### src/design/k_group_reversal_buffer_core_macros.svh
// Assertion helpers shared by the block's modules.
// Both expect clk and rst_n in scope.
`ifndef K_GROUP_REVERSAL_BUFFER_CORE_MACROS_SVH
`define K_GROUP_REVERSAL_BUFFER_CORE_MACROS_SVH

// Same-cycle implication
`define KGR_ASSERT_NOW(label, ante, cons, msg) \
  label: assert property (@(posedge clk) disable iff (!rst_n) (ante) |-> (cons)) \
    else $error(msg);

// Next-cycle implication
`define KGR_ASSERT_NEXT(label, ante, cons, msg) \
  label: assert property (@(posedge clk) disable iff (!rst_n) (ante) |=> (cons)) \
    else $error(msg);

`endif

### src/design/kgr_pkg.sv
package kgr_pkg;

  localparam int VALUE_W = 32;
  localparam int CFG_W   = 5;

  // Controller states
  typedef enum logic [1:0] {
    ST_FILL,
    ST_FETCH,
    ST_DRAIN
  } kgr_state_t;

  // Controller -> datapath
  typedef struct packed {
    logic accept;    // take input item, store it
    logic rd_first;  // issue read of first result of the group
    logic load;      // move read data into the output register
  } kgr_cmd_t;

  // Datapath -> controller
  typedef struct packed {
    logic flush;     // incoming item closes a group or the list
    logic tail;      // data waiting in the RAM read port is the last result
    logic out_free;  // output register can take a new item this cycle
  } kgr_sts_t;

endpackage

### src/design/kgr_ram.sv
module kgr_ram #(
  parameter int WIDTH = 32,
  parameter int DEPTH = 16
) (
  input  logic                                  clk,
  input  logic                                  wr_en,
  input  logic [(DEPTH > 1 ? $clog2(DEPTH) : 1)-1:0] wr_addr,
  input  logic [WIDTH-1:0]                      wr_data,
  input  logic                                  rd_en,
  input  logic [(DEPTH > 1 ? $clog2(DEPTH) : 1)-1:0] rd_addr,
  output logic [WIDTH-1:0]                      rd_data
);

  logic [WIDTH-1:0] mem [DEPTH];

  // one write port, one registered read port
  always_ff @(posedge clk) begin
    if (wr_en) begin
      mem[wr_addr] <= wr_data;
    end
    if (rd_en) begin
      rd_data <= mem[rd_addr];
    end
  end

endmodule

### src/design/kgr_ctrl.sv
module kgr_ctrl
  import kgr_pkg::*;
(
  input  logic     clk,
  input  logic     rst_n,
  input  logic     in_valid,
  output logic     in_ready,
  input  kgr_sts_t sts,
  output kgr_cmd_t cmd
);

  `include "k_group_reversal_buffer_core_macros.svh"

  kgr_state_t state_r, state_nxt;

  // state register
  always_ff @(posedge clk) begin
    if (!rst_n) begin
      state_r <= ST_FILL;
    end else begin
      state_r <= state_nxt;
    end
  end

  // next state and commands
  always_comb begin
    state_nxt    = state_r;
    in_ready     = 1'b0;
    cmd          = '0;
    case (state_r)
      ST_FILL: begin
        in_ready = 1'b1;
        if (in_valid) begin
          cmd.accept = 1'b1;
          if (sts.flush) begin
            state_nxt = ST_FETCH;
          end
        end
      end
      ST_FETCH: begin
        cmd.rd_first = 1'b1;
        state_nxt    = ST_DRAIN;
      end
      ST_DRAIN: begin
        if (sts.out_free) begin
          cmd.load = 1'b1;
          if (sts.tail) begin
            state_nxt = ST_FILL;
          end
        end
      end
      default: begin
        state_nxt = ST_FILL;
      end
    endcase
  end

  // a flush is always followed by the first read
  `KGR_ASSERT_NEXT(a_flush_fetch, cmd.accept && sts.flush, cmd.rd_first, "flush without fetch")
  // loading only into a free output slot
  `KGR_ASSERT_NOW(a_load_free, cmd.load, sts.out_free, "load into busy output")
  // input never taken while a group drains
  `KGR_ASSERT_NOW(a_no_accept_drain, cmd.rd_first || cmd.load, !in_ready, "accept during drain")

endmodule

### src/design/kgr_dpath.sv
module kgr_dpath
  import kgr_pkg::*;
#(
  parameter int MAX_GROUP = 16
) (
  input  logic               clk,
  input  logic               rst_n,
  input  logic               cfg_wr,
  input  logic [CFG_W-1:0]   cfg_data,
  input  logic [VALUE_W-1:0] in_value,
  input  logic               in_last,
  input  logic               out_ready,
  output logic               out_valid,
  output logic [VALUE_W-1:0] out_value,
  output logic               out_run_end,
  output logic               out_list_end,
  input  kgr_cmd_t           cmd,
  output kgr_sts_t           sts
);

  `include "k_group_reversal_buffer_core_macros.svh"

  localparam int CW = $clog2(MAX_GROUP + 1);
  localparam int AW = (MAX_GROUP > 1) ? $clog2(MAX_GROUP) : 1;

  logic [CFG_W-1:0]   gsize_r, gsize_nxt;
  logic [CW-1:0]      held_r, held_nxt;
  logic [CW-1:0]      grp_n_r, grp_n_nxt;
  logic               rev_r, rev_nxt;
  logic               last_r, last_nxt;
  logic [CW-1:0]      seq_r, seq_nxt;
  logic               oval_r, oval_nxt;
  logic [VALUE_W-1:0] odata_r;
  logic               orun_r, olist_r;

  logic [CW-1:0]      eff_k;
  logic [CW-1:0]      n_in;
  logic [CW-1:0]      rd_seq;
  logic [CW-1:0]      rd_full;
  logic               rd_en;
  logic [VALUE_W-1:0] rd_data;

  // effective group size: zero acts as one, clamp to MAX_GROUP
  always_comb begin
    if (gsize_r == '0) begin
      eff_k = CW'(1);
    end else if (32'(gsize_r) > 32'(MAX_GROUP)) begin
      eff_k = CW'(MAX_GROUP);
    end else begin
      eff_k = CW'(gsize_r);
    end
  end

  // count after storing the incoming item
  assign n_in = held_r + CW'(1);

  assign sts.flush    = (n_in >= eff_k) || in_last;
  assign sts.tail     = ((seq_r + CW'(1)) == grp_n_r);
  assign sts.out_free = !oval_r || out_ready;

  // read address: output position, mirrored for a reversed group
  assign rd_seq  = cmd.rd_first ? '0 : (seq_r + CW'(1));
  assign rd_full = rev_r ? (grp_n_r - CW'(1) - rd_seq) : rd_seq;
  assign rd_en   = cmd.rd_first || (cmd.load && !sts.tail);

  kgr_ram #(
    .WIDTH (VALUE_W),
    .DEPTH (MAX_GROUP)
  ) u_store (
    .clk     (clk),
    .wr_en   (cmd.accept),
    .wr_addr (held_r[AW-1:0]),
    .wr_data (in_value),
    .rd_en   (rd_en),
    .rd_addr (rd_full[AW-1:0]),
    .rd_data (rd_data)
  );

  // control next values
  always_comb begin
    gsize_nxt = gsize_r;
    held_nxt  = held_r;
    grp_n_nxt = grp_n_r;
    rev_nxt   = rev_r;
    last_nxt  = last_r;
    seq_nxt   = seq_r;
    oval_nxt  = oval_r;
    if (cfg_wr) begin
      gsize_nxt = cfg_data;
    end
    if (cmd.accept) begin
      held_nxt = n_in;
      if (sts.flush) begin
        held_nxt  = '0;
        grp_n_nxt = n_in;
        rev_nxt   = (n_in >= eff_k);
        last_nxt  = in_last;
      end
    end
    if (cmd.rd_first) begin
      seq_nxt = '0;
    end else if (cmd.load && !sts.tail) begin
      seq_nxt = seq_r + CW'(1);
    end
    if (cmd.load) begin
      oval_nxt = 1'b1;
    end else if (out_ready) begin
      oval_nxt = 1'b0;
    end
  end

  always_ff @(posedge clk) begin
    if (!rst_n) begin
      gsize_r <= CFG_W'(1);
      held_r  <= '0;
      grp_n_r <= '0;
      rev_r   <= 1'b0;
      last_r  <= 1'b0;
      seq_r   <= '0;
      oval_r  <= 1'b0;
    end else begin
      gsize_r <= gsize_nxt;
      held_r  <= held_nxt;
      grp_n_r <= grp_n_nxt;
      rev_r   <= rev_nxt;
      last_r  <= last_nxt;
      seq_r   <= seq_nxt;
      oval_r  <= oval_nxt;
    end
  end

  // output payload register
  always_ff @(posedge clk) begin
    if (cmd.load) begin
      odata_r <= rd_data;
      orun_r  <= sts.tail;
      olist_r <= sts.tail && last_r;
    end
  end

  assign out_valid    = oval_r;
  assign out_value    = odata_r;
  assign out_run_end  = orun_r;
  assign out_list_end = olist_r;

  // a partial group never reaches the store depth
  `KGR_ASSERT_NOW(a_held_bound, 1'b1, 32'(held_r) < 32'(MAX_GROUP), "held count overflow")
  // loads stay inside the current group
  `KGR_ASSERT_NOW(a_seq_bound, cmd.load, seq_r < grp_n_r, "drain past group")
  // the store is empty once the last result of a group is loaded
  `KGR_ASSERT_NEXT(a_empty_after, cmd.load && sts.tail, held_r == '0, "items left after drain")

endmodule

### src/design/k_group_reversal_buffer_core.sv
// An item that closes a group or the list moves the controller to ST_FETCH, which
//   reads the first result from the store, and then to ST_DRAIN, which loads
//   results into the output register, one per cycle unless stalled.
// Input is held off from the flush until the last result is loaded, as the one group
//   store is filled and then read in turn.
// Reset: rst_n synchronous, active low; empties the group, sets group_size to 1.
module k_group_reversal_buffer_core
  import kgr_pkg::*;
#(
  parameter int MAX_GROUP = 16
) (
  input  logic               clk,
  input  logic               rst_n,
  // configuration: group_size
  input  logic               cfg_valid,
  output logic               cfg_ready,
  input  logic [CFG_W-1:0]   cfg_data,
  // input items
  input  logic               in_tvalid,
  output logic               in_tready,
  input  logic [VALUE_W-1:0] in_tdata,   // [31:0] item_value
  input  logic               in_tlast,   // list_end
  // result items
  output logic               out_tvalid,
  input  logic               out_tready,
  output logic [VALUE_W-1:0] out_tdata,  // [31:0] out_value
  output logic               out_tlast,  // run_end
  output logic [0:0]         out_tuser   // [0] out_list_end
);

  kgr_cmd_t cmd;
  kgr_sts_t sts;
  logic     list_end_q;

  assign cfg_ready = 1'b1;

  kgr_ctrl u_ctrl (
    .clk      (clk),
    .rst_n    (rst_n),
    .in_valid (in_tvalid),
    .in_ready (in_tready),
    .sts      (sts),
    .cmd      (cmd)
  );

  kgr_dpath #(
    .MAX_GROUP (MAX_GROUP)
  ) u_dpath (
    .clk          (clk),
    .rst_n        (rst_n),
    .cfg_wr       (cfg_valid),
    .cfg_data     (cfg_data),
    .in_value     (in_tdata),
    .in_last      (in_tlast),
    .out_ready    (out_tready),
    .out_valid    (out_tvalid),
    .out_value    (out_tdata),
    .out_run_end  (out_tlast),
    .out_list_end (list_end_q),
    .cmd          (cmd),
    .sts          (sts)
  );

  assign out_tuser = list_end_q;

endmodule
### config.mk
export PLATFORM = sky130hd
export DESIGN_NAME = k_group_reversal_buffer_core
export DESIGN_NICKNAME = d
export VERILOG_FILES = /design/src/design/kgr_pkg.sv /design/src/design/kgr_ram.sv /design/src/design/kgr_ctrl.sv /design/src/design/kgr_dpath.sv /design/src/design/k_group_reversal_buffer_core.sv
export VERILOG_INCLUDE_DIRS = /design/src /design/src/design
export SDC_FILE = /design/constraint.sdc
export NUM_CORES = 1
export LEC_CHECK = 0
export BUFFER_PORTS_ARGS = -buffer_cell sky130_fd_sc_hd__buf_4
export CORE_MARGIN = 2
export CORE_UTILIZATION = 60
export CTS_CLUSTER_DIAMETER = 150
export CTS_CLUSTER_SIZE = 40
export DETAILED_ROUTE_END_ITERATION = 10
export PLACE_DENSITY_LB_ADDON = 0.25
export RECOVER_POWER = 25
export REMOVE_ABC_BUFFERS = 1
export SLEW_MARGIN = 0
export SYNTH_ARGS = -nofsm -noshare
export SYNTH_HDL_FRONTEND = slang
export SYNTH_SLANG_ARGS = --single-unit
export TNS_END_PERCENT = 10
### constraint.sdc
create_clock -name clk -period 4.9 [get_ports clk]
set_clock_uncertainty 0.05 [all_clocks]
set_input_delay 0.49 -clock clk [delete_from_list [all_inputs] [get_ports clk]]
set_output_delay 0.49 -clock clk [all_outputs]
set_load 0.02 [all_outputs]
# Word-level counts from Yosys, hierarchy flattened
# Memory sizes are Yosys's and may differ from the RTL's. A register that Yosys moved wholly into a read port is not among the register bits.
# Cells that the tools add are included.
op_classes:
  add_sub_neg: 4
  order_cmp: 2
  n_eq_ne: 7
  mux: 20
  bitwise: 1
  n_reduce_logical: 13
ops:
  columns: ["op", "n"]
  rows:
  - ["$mux 5", 3]
  - ["$add 5x1->5 const B", 2]
  - ["$mux 1", 10]
  - ["$mux 2", 4]
  - ["$mux 4", 2]
  - ["$ne 2x2->1 const B", 3]
  - ["$pmux 2 s3", 1]
  - ["$eq 5x5->1", 1]
  - ["$ge 5x5->1", 1]
  - ["$gt 5x5->1 const B", 1]
  - ["$logic_not 5->1", 1]
  - ["$reduce_and 4->1", 1]
  - ["$sub 4x1->4 const B", 1]
  - ["$sub 4x4->4", 1]
  - ["$logic_or 1x1->1", 3]
  - ["$eq 2x1->1 const B", 1]
  - ["$eq 2x2->1 const B", 1]
  - ["$logic_and 1x1->1", 2]
  - ["$logic_not 1->1", 2]
  - ["$logic_not 2->1", 1]
  - ["$ne 2x1->1 const B", 1]
  - ["$reduce_and 2->1", 1]
  - ["$reduce_bool 2->1", 1]
  - ["$reduce_or 2->1", 1]
  - ["$not 1->1", 1]
word_totals:
  reg_bits: 59
  mem_bits_rw: 512
  input_bits: 43
  mem_count: 1
memory_table:
  columns: ["memory", "depth", "width", "read_ports", "rd_ports_with_merged_regs", "wr", "line_no", "text"]
  rows:
  - ["u_dpath.u_store.mem", 16, 32, 1, 1, 1, "kgr_ram.sv:14", "logic [WIDTH-1:0] mem [DEPTH];"]

# Depth between registers and ports, before layout
logic_depth:
  depth_word: 8
  depth_mapped: 13
  ltp_nobuf: 10

# Modules after synthesis
# From an unflattened synthesis, not the netlist that was laid out.
hier_totals:
  cells_unflattened: 1048
  hier_area_um2: 22700.5
by_module_without_submodules:
  columns: ["mod", "n_inst", "cells_per_inst", "area_per_inst_um2"]
  rows:
  - ["kgr_ram", 1, 838, 20156.8]
  - ["kgr_dpath", 1, 197, 2438.6]
  - ["kgr_ctrl", 1, 11, 93.8]
  - ["k_group_reversal_buffer_core", 1, 2, 11.3]

# Worst setup path after synthesis
# No wires, ideal clock.
synth_timing:
  path_type: "flip-flop to flip-flop"
  start: "reg u_ctrl.state_r[1]"
  end: "mem u_dpath.u_store.mem[0][0] (enable)"
  setup_ns: 0.461
  t_arrival_ns: 3.591
  required_time_ns: 4.389
  path_slack_ns: 0.798
  path_stages_with_launch: 6
  synth_period_minus_slack_ns: 4.102
  path_cell_list: "dfxtp_1 -> nor2_1 -> and2_0 -> clkbuf_1 -> nand2_1 -> nor3_1"
synth_between:
  elab_chain_cells: 4
synth_lines:
  columns: ["item", "line_no", "text"]
  rows:
  - ["start: declaration", "kgr_ctrl.sv:14", "kgr_state_t state_r, state_nxt;"]
  - ["start signal: assignment", "kgr_ctrl.sv:21", "state_r <= state_nxt;"]
  - ["$logic_not 2->1", "kgr_ctrl.sv:30", "case (state_r)"]
  - ["$mux 1", "kgr_ctrl.sv:30", null]
  - ["$mux 1", "kgr_ram.sv:18", "if (wr_en) begin"]
  - ["$mux 1 (not written as such)", "kgr_ram.sv:19", "mem[wr_addr] <= wr_data;"]
  - ["end: declaration", "kgr_ram.sv:14", null]
# Every way passes these cells.

# Final worst setup path
layout_timing:
  start: "reg u_ctrl.state_r[1]"
  end: "reg u_dpath.u_store.rd_data[22] (read register of u_dpath.u_store.mem) (data pin)"
layout_between:
  elab_chain_cells: 5
  word_cells_on_any_way: 9
layout_lines:
  columns: ["item", "line_no", "text"]
  rows:
  - ["$eq 2x1->1", "kgr_ctrl.sv:30", null]
  - ["$mux 1", "kgr_ctrl.sv:30", null]
  - ["$mux 4", "kgr_dpath.sv:62", "assign rd_seq = cmd.rd_first ? '0 : (seq_r + CW'(1));"]
  - ["$sub 4x4->4", "kgr_dpath.sv:63", "assign rd_full = rev_r ? (grp_n_r - CW'(1) - rd_seq) : rd_seq;"]
  - ["$mux 4", "kgr_dpath.sv:63", null]
  - ["end: declaration", "kgr_ram.sv:11", "output logic [WIDTH-1:0] rd_data"]
# Parallel ways exist; a longest one is shown, timed or not.
# A chain may end at the register's enable or synchronous reset.

==> results.md <==
Route:
- Before antenna repair, the detailed router went through 5 iterations.
- In the routed layout, each cell is associated on average with a via count of 6.14.
- The number of antenna-violating nets in the routed design is 0.
- The detailed router's first-iteration violation count is 1638.
- Summing over every cut layer, the via total after detailed routing is 13756.
- Dividing the detail-routed wire length by the instance count gives 22.7 um.
- In the routed design, unresolved DRC markers number 0.
- Summed over all layers, the routed wires come to 50900 um.

Floorplanning:
- The total core area is 0.0385 mm2.
- The initial utilization of the core area, before any placement, comes to 0.606.
- Row generation in the floorplan step produced 72 rows.
- The width of the die is 201 um.
- In this run the vertical extent of the chip is 201 um.
- The die covers 0.0405 mm2.
- 80 I/O pins were placed.

Worst setup path:
- Tracing the worst setup path back leads to its startpoint at u_ctrl.state_r[1].
- The required time at the worst-slack endpoint is 5270 ps.
- In this run the register-to-register setup slack is 1480 ps.
- The number of cells on the worst reg-to-reg path is 11.
- The endpoint arrival time on the critical path is 3780 ps.
- The end of the worst register-to-register path is u_dpath.u_store.rd_data[22].
- Walking the worst path, the cells encountered are nand2b_1 -> nand2b_1 -> ha_1 -> fa_1 -> nand2_1 -> o21a_4 -> buf_12 -> nand2_1 -> a32oi_1 -> nand4_1 -> o21ai_1.
- The library cell contributing the largest single delay on the critical path is fa_1.
- The critical path is of the register to register type.
- The nature of the critical path endpoint is a register.
- Of all nets on the critical path, the largest fanout is 96.
- Following the worst setup path forward leads to its endpoint at u_dpath.u_store.rd_data[22].
- The startpoint class of the critical path is a register.
- For this run, the slowest stage of the critical path takes 450 ps.
- The launch instance of the worst register-to-register path is u_ctrl.state_r[1].

Clock tree:
- Once the clock tree was built, the setup fixing pass inserted 0 buffers.
- The post-cts resize count is 0.
- The clock reaches the later pin of the worst-skew pair after 570 ps.
- The clock transition at the registers of the reported paths is 140 ps.
- The CTS H-tree depth is 1.
- The largest buffer count on any clock path is 3.
- Clock tree synthesis inserted a total of 19 buffers.
- The tree is rooted in a clkbuf_16.
- The sink count of the clock tree is 603.
- The CTS tree is built.
- Hold repair after CTS inserted 0 buffers.

Placed design:
- At the end of routability-driven placement, the weighted congestion stood at 0.787.
- Once detailed placement completed, the half-perimeter wirelength came to 26300 um.
- The count of placed standard cells including taps is 2211.
- The number of input and output port buffers inserted is 78.

Final layout:
- The count of non-filler cells in the finished layout is 2239.
- The number of nets at the end of the flow is 1771.
- The fraction of final layout cells sized beyond drive strength 1 is 0.0762.
- The synthesis-to-finish area growth is 7.06%.

Yosys:
- The count of different cell masters after synthesis is 45.
- The count of state elements after synthesis is 603.
- The number of synthesized flops with an enable pin is 578.
- The most instantiated flip-flop cell in the synthesis netlist is edfxtp_1.
- Of all cell types, the one taking the most synthesized area is edfxtp_1.
- After synthesis, the cell types taking the most area are edfxtp_1, nand2_1, nand3_1, dfxtp_1, mux2i_1.
- The average cell area after synthesis is 13.9 um2.
- Counting instances in the post-synthesis netlist gives the leading cell types as edfxtp_1, nand2_1, nand3_1.
- The sequential-to-total area share from yosys stat is 0.766.
- The proportion of netlist area held by the largest area contributor is 0.744.
- The fraction of synthesis flops using an asynchronous set or reset pin is 0.
- During synthesis, Yosys emitted a total of 0 warnings.
- The area of the mapped netlist is 0.0233 mm2.
- The most repeated cell in the gate-level netlist after synthesis is edfxtp_1.
- The count of mapped cells out of synthesis is 1678.

Power and ir drop:
- The design draws 9.36 mW.
- The analysis attributes to net switching a power of 2.40 mW.
- Of the total power, the share spent switching nets is 0.256.
- The part of the total power dissipated in the clock network is 0.228.
- The share of total power dissipated in sequential elements is 0.626.
- The total internal power is 6.97 mW.
- The total power per unit cell area is 375 mW/mm2.
- The static leakage is 8.23 nW.
- The worst-case IR drop observed on VDD is 0.000294 V.
- The share of total power dissipated in combinational logic is 0.146.

Global route:
- The initial antenna violation count is 3.
- The maximum number of pins on one net before global-route repair is 137.
- The via count of the first global-routing pass is 13113.
- The first global-routing pass estimated 76900 um of wire.
- The global-route usage over all layers is 0.250.
- The overall overflow remaining after global route is 0.

Run:
- The total of max-cap violations is 0.

Timing:
- The number of hold violations in the final report came to 0.
- Counting I/O delays and the setup requirement, the final critical path takes 3420 ps.
- The final number of max-transition violations was 0.
- The worst pin sits at a relative slew slack of 0.246.
- The achievable clock frequency is 0.293 GHz.
- For the pin with the worst max-slew slack, the measured transition is 1130 ps.
- Setup violations remaining at the end of the flow were counted as 0.
- Setup repair after global routing left no endpoint under its margin.
- The ratio of final minimum period to clock period is 0.697.

Status:
- The run finished with clean final reports.

Hold path:
- The tightest min-delay check is of the input port to register type.
-- layout make-up --
cell class                      instances  area (um2)
Timing Repair Buffer                  109         788
Clock buffer                           25         498
Multi-Input combinational cell        975        5120
Fill cell                            2802       13500
Clock inverter                          1        30.0
Antenna cell                            2        5.00
Sequential cell                       603       17900
Inverter                                6        22.5
Tap cell                              518         648
-- stage by stage --
| stage | utilization | TNS, ps | area, um2 | hold WS [ps] | worst slack (ps) |
|---|---|---|---|---|---|
| floorplan | - | -73380 | 22800 | 350 | -2330 |
| global placement | 0.638 | 0 | 24500 | 353 | 1610 |
| detailed placement | 0.638 | 0 | 24500 | 356 | 1520 |
| CTS | 0.652 | 0 | 25100 | 39.2 | 1500 |
| global route | 0.649 | 0 | 25000 | 60.6 | 1270 |
| finish | 0.649 | 0 | 25000 | 58.5 | 1480 |
-- metal layers --
metal	up-vias	routed length, um	track usage
li1	6180	-	-
met1	6902	21000	0.365
met2	593	24800	0.405
met3	79	3880	0.0298
met4	2	1220	0.0714
met5	-	12	0
-- cells in the final DEF, fill, tap and decap left out, types with 3 or more instances in the layout --
master       n
nor2b_1      3
clkbuf_16   19
buf_4       75
clkbuf_1    34
inv_1        4
o21ai_1     32
nor3_2       5
buf_12       6
nor2_1      25
nor3_1       9
nor2_4      12
o21ai_0      4
a32oi_1     32
nand2_1    474
nand3_1    196
edfxtp_1   578
xnor2_1      9
nand4_1     64
dfxtp_1     25
a21oi_1     15
nand2b_1    10
ha_1        13
mux2i_1     40
xor2_1       5
-- power by group through the flow --
stage | combinational, mW | clock (mW) | sequential [mW]
detailed placement | 1.37 | 0 | 5.97
global placement | 1.34 | 0 | 5.97
finish | 1.37 | 2.14 | 5.86
CTS | 1.38 | 2.17 | 5.86
global route | 1.51 | 2.32 | 5.87
floorplan | 0.983 | 0 | 5.98
-- sequential cells by signal, indices dropped and copies added (netlist names) --
register,flops
u_dpath.u_store.mem,512
u_dpath.out_value,32
u_dpath.u_store.rd_data,32
u_dpath.grp_n_r,5
u_dpath.gsize_r,5
u_dpath.held_r,5
u_dpath.seq_r,5
u_ctrl.state_r,2
u_dpath.last_r,1
u_dpath.out_list_end,1
u_dpath.out_run_end,1
u_dpath.out_valid,1
u_dpath.rev_r,1
-- how the worst min path moves through the flow --
stage	from	end	slack, ps	cells after the start
2_1_floorplan	u_dpath.u_store.rd_data[0]	u_dpath.out_value[0]	350	0
5_1_grt	rst_n	u_dpath.gsize_r[0]	60	2
6_report	rst_n	u_dpath.gsize_r[0]	60	2
3_3_place_gp	u_dpath.u_store.rd_data[29]	u_dpath.out_value[29]	350	0
4_1_cts	rst_n	u_dpath.gsize_r[0]	40	2
3_5_place_dp	u_dpath.u_store.rd_data[22]	u_dpath.out_value[22]	360	0
-- critical path, delay by kind of cell (launching register included) --
kind | cells | cell delay (ps)
and+or+nand+nor | 5 | 800
adders and majority gates | 2 | 680
buffers and inverters | 1 | 410
DFF | 1 | 400
AOI/OAI and AO/OA | 3 | 830
-- logic make-up (layout without fill, tap and decap cells) --
logic type	count (synthesis)	after routing	synth area share
other	1	3	0.000161
AO/OA/AOI/OAI	95	95	0.0281
buffers and inverters	100	141	0.0211
multiplexers	40	40	0.0172
adder cells (fa/ha/maj)	14	14	0.00783
flip-flops	603	603	0.766
XOR/XNOR	17	17	0.00794
AND/OR/NAND/NOR	808	808	0.152
(Power assumes the default switching activity.)
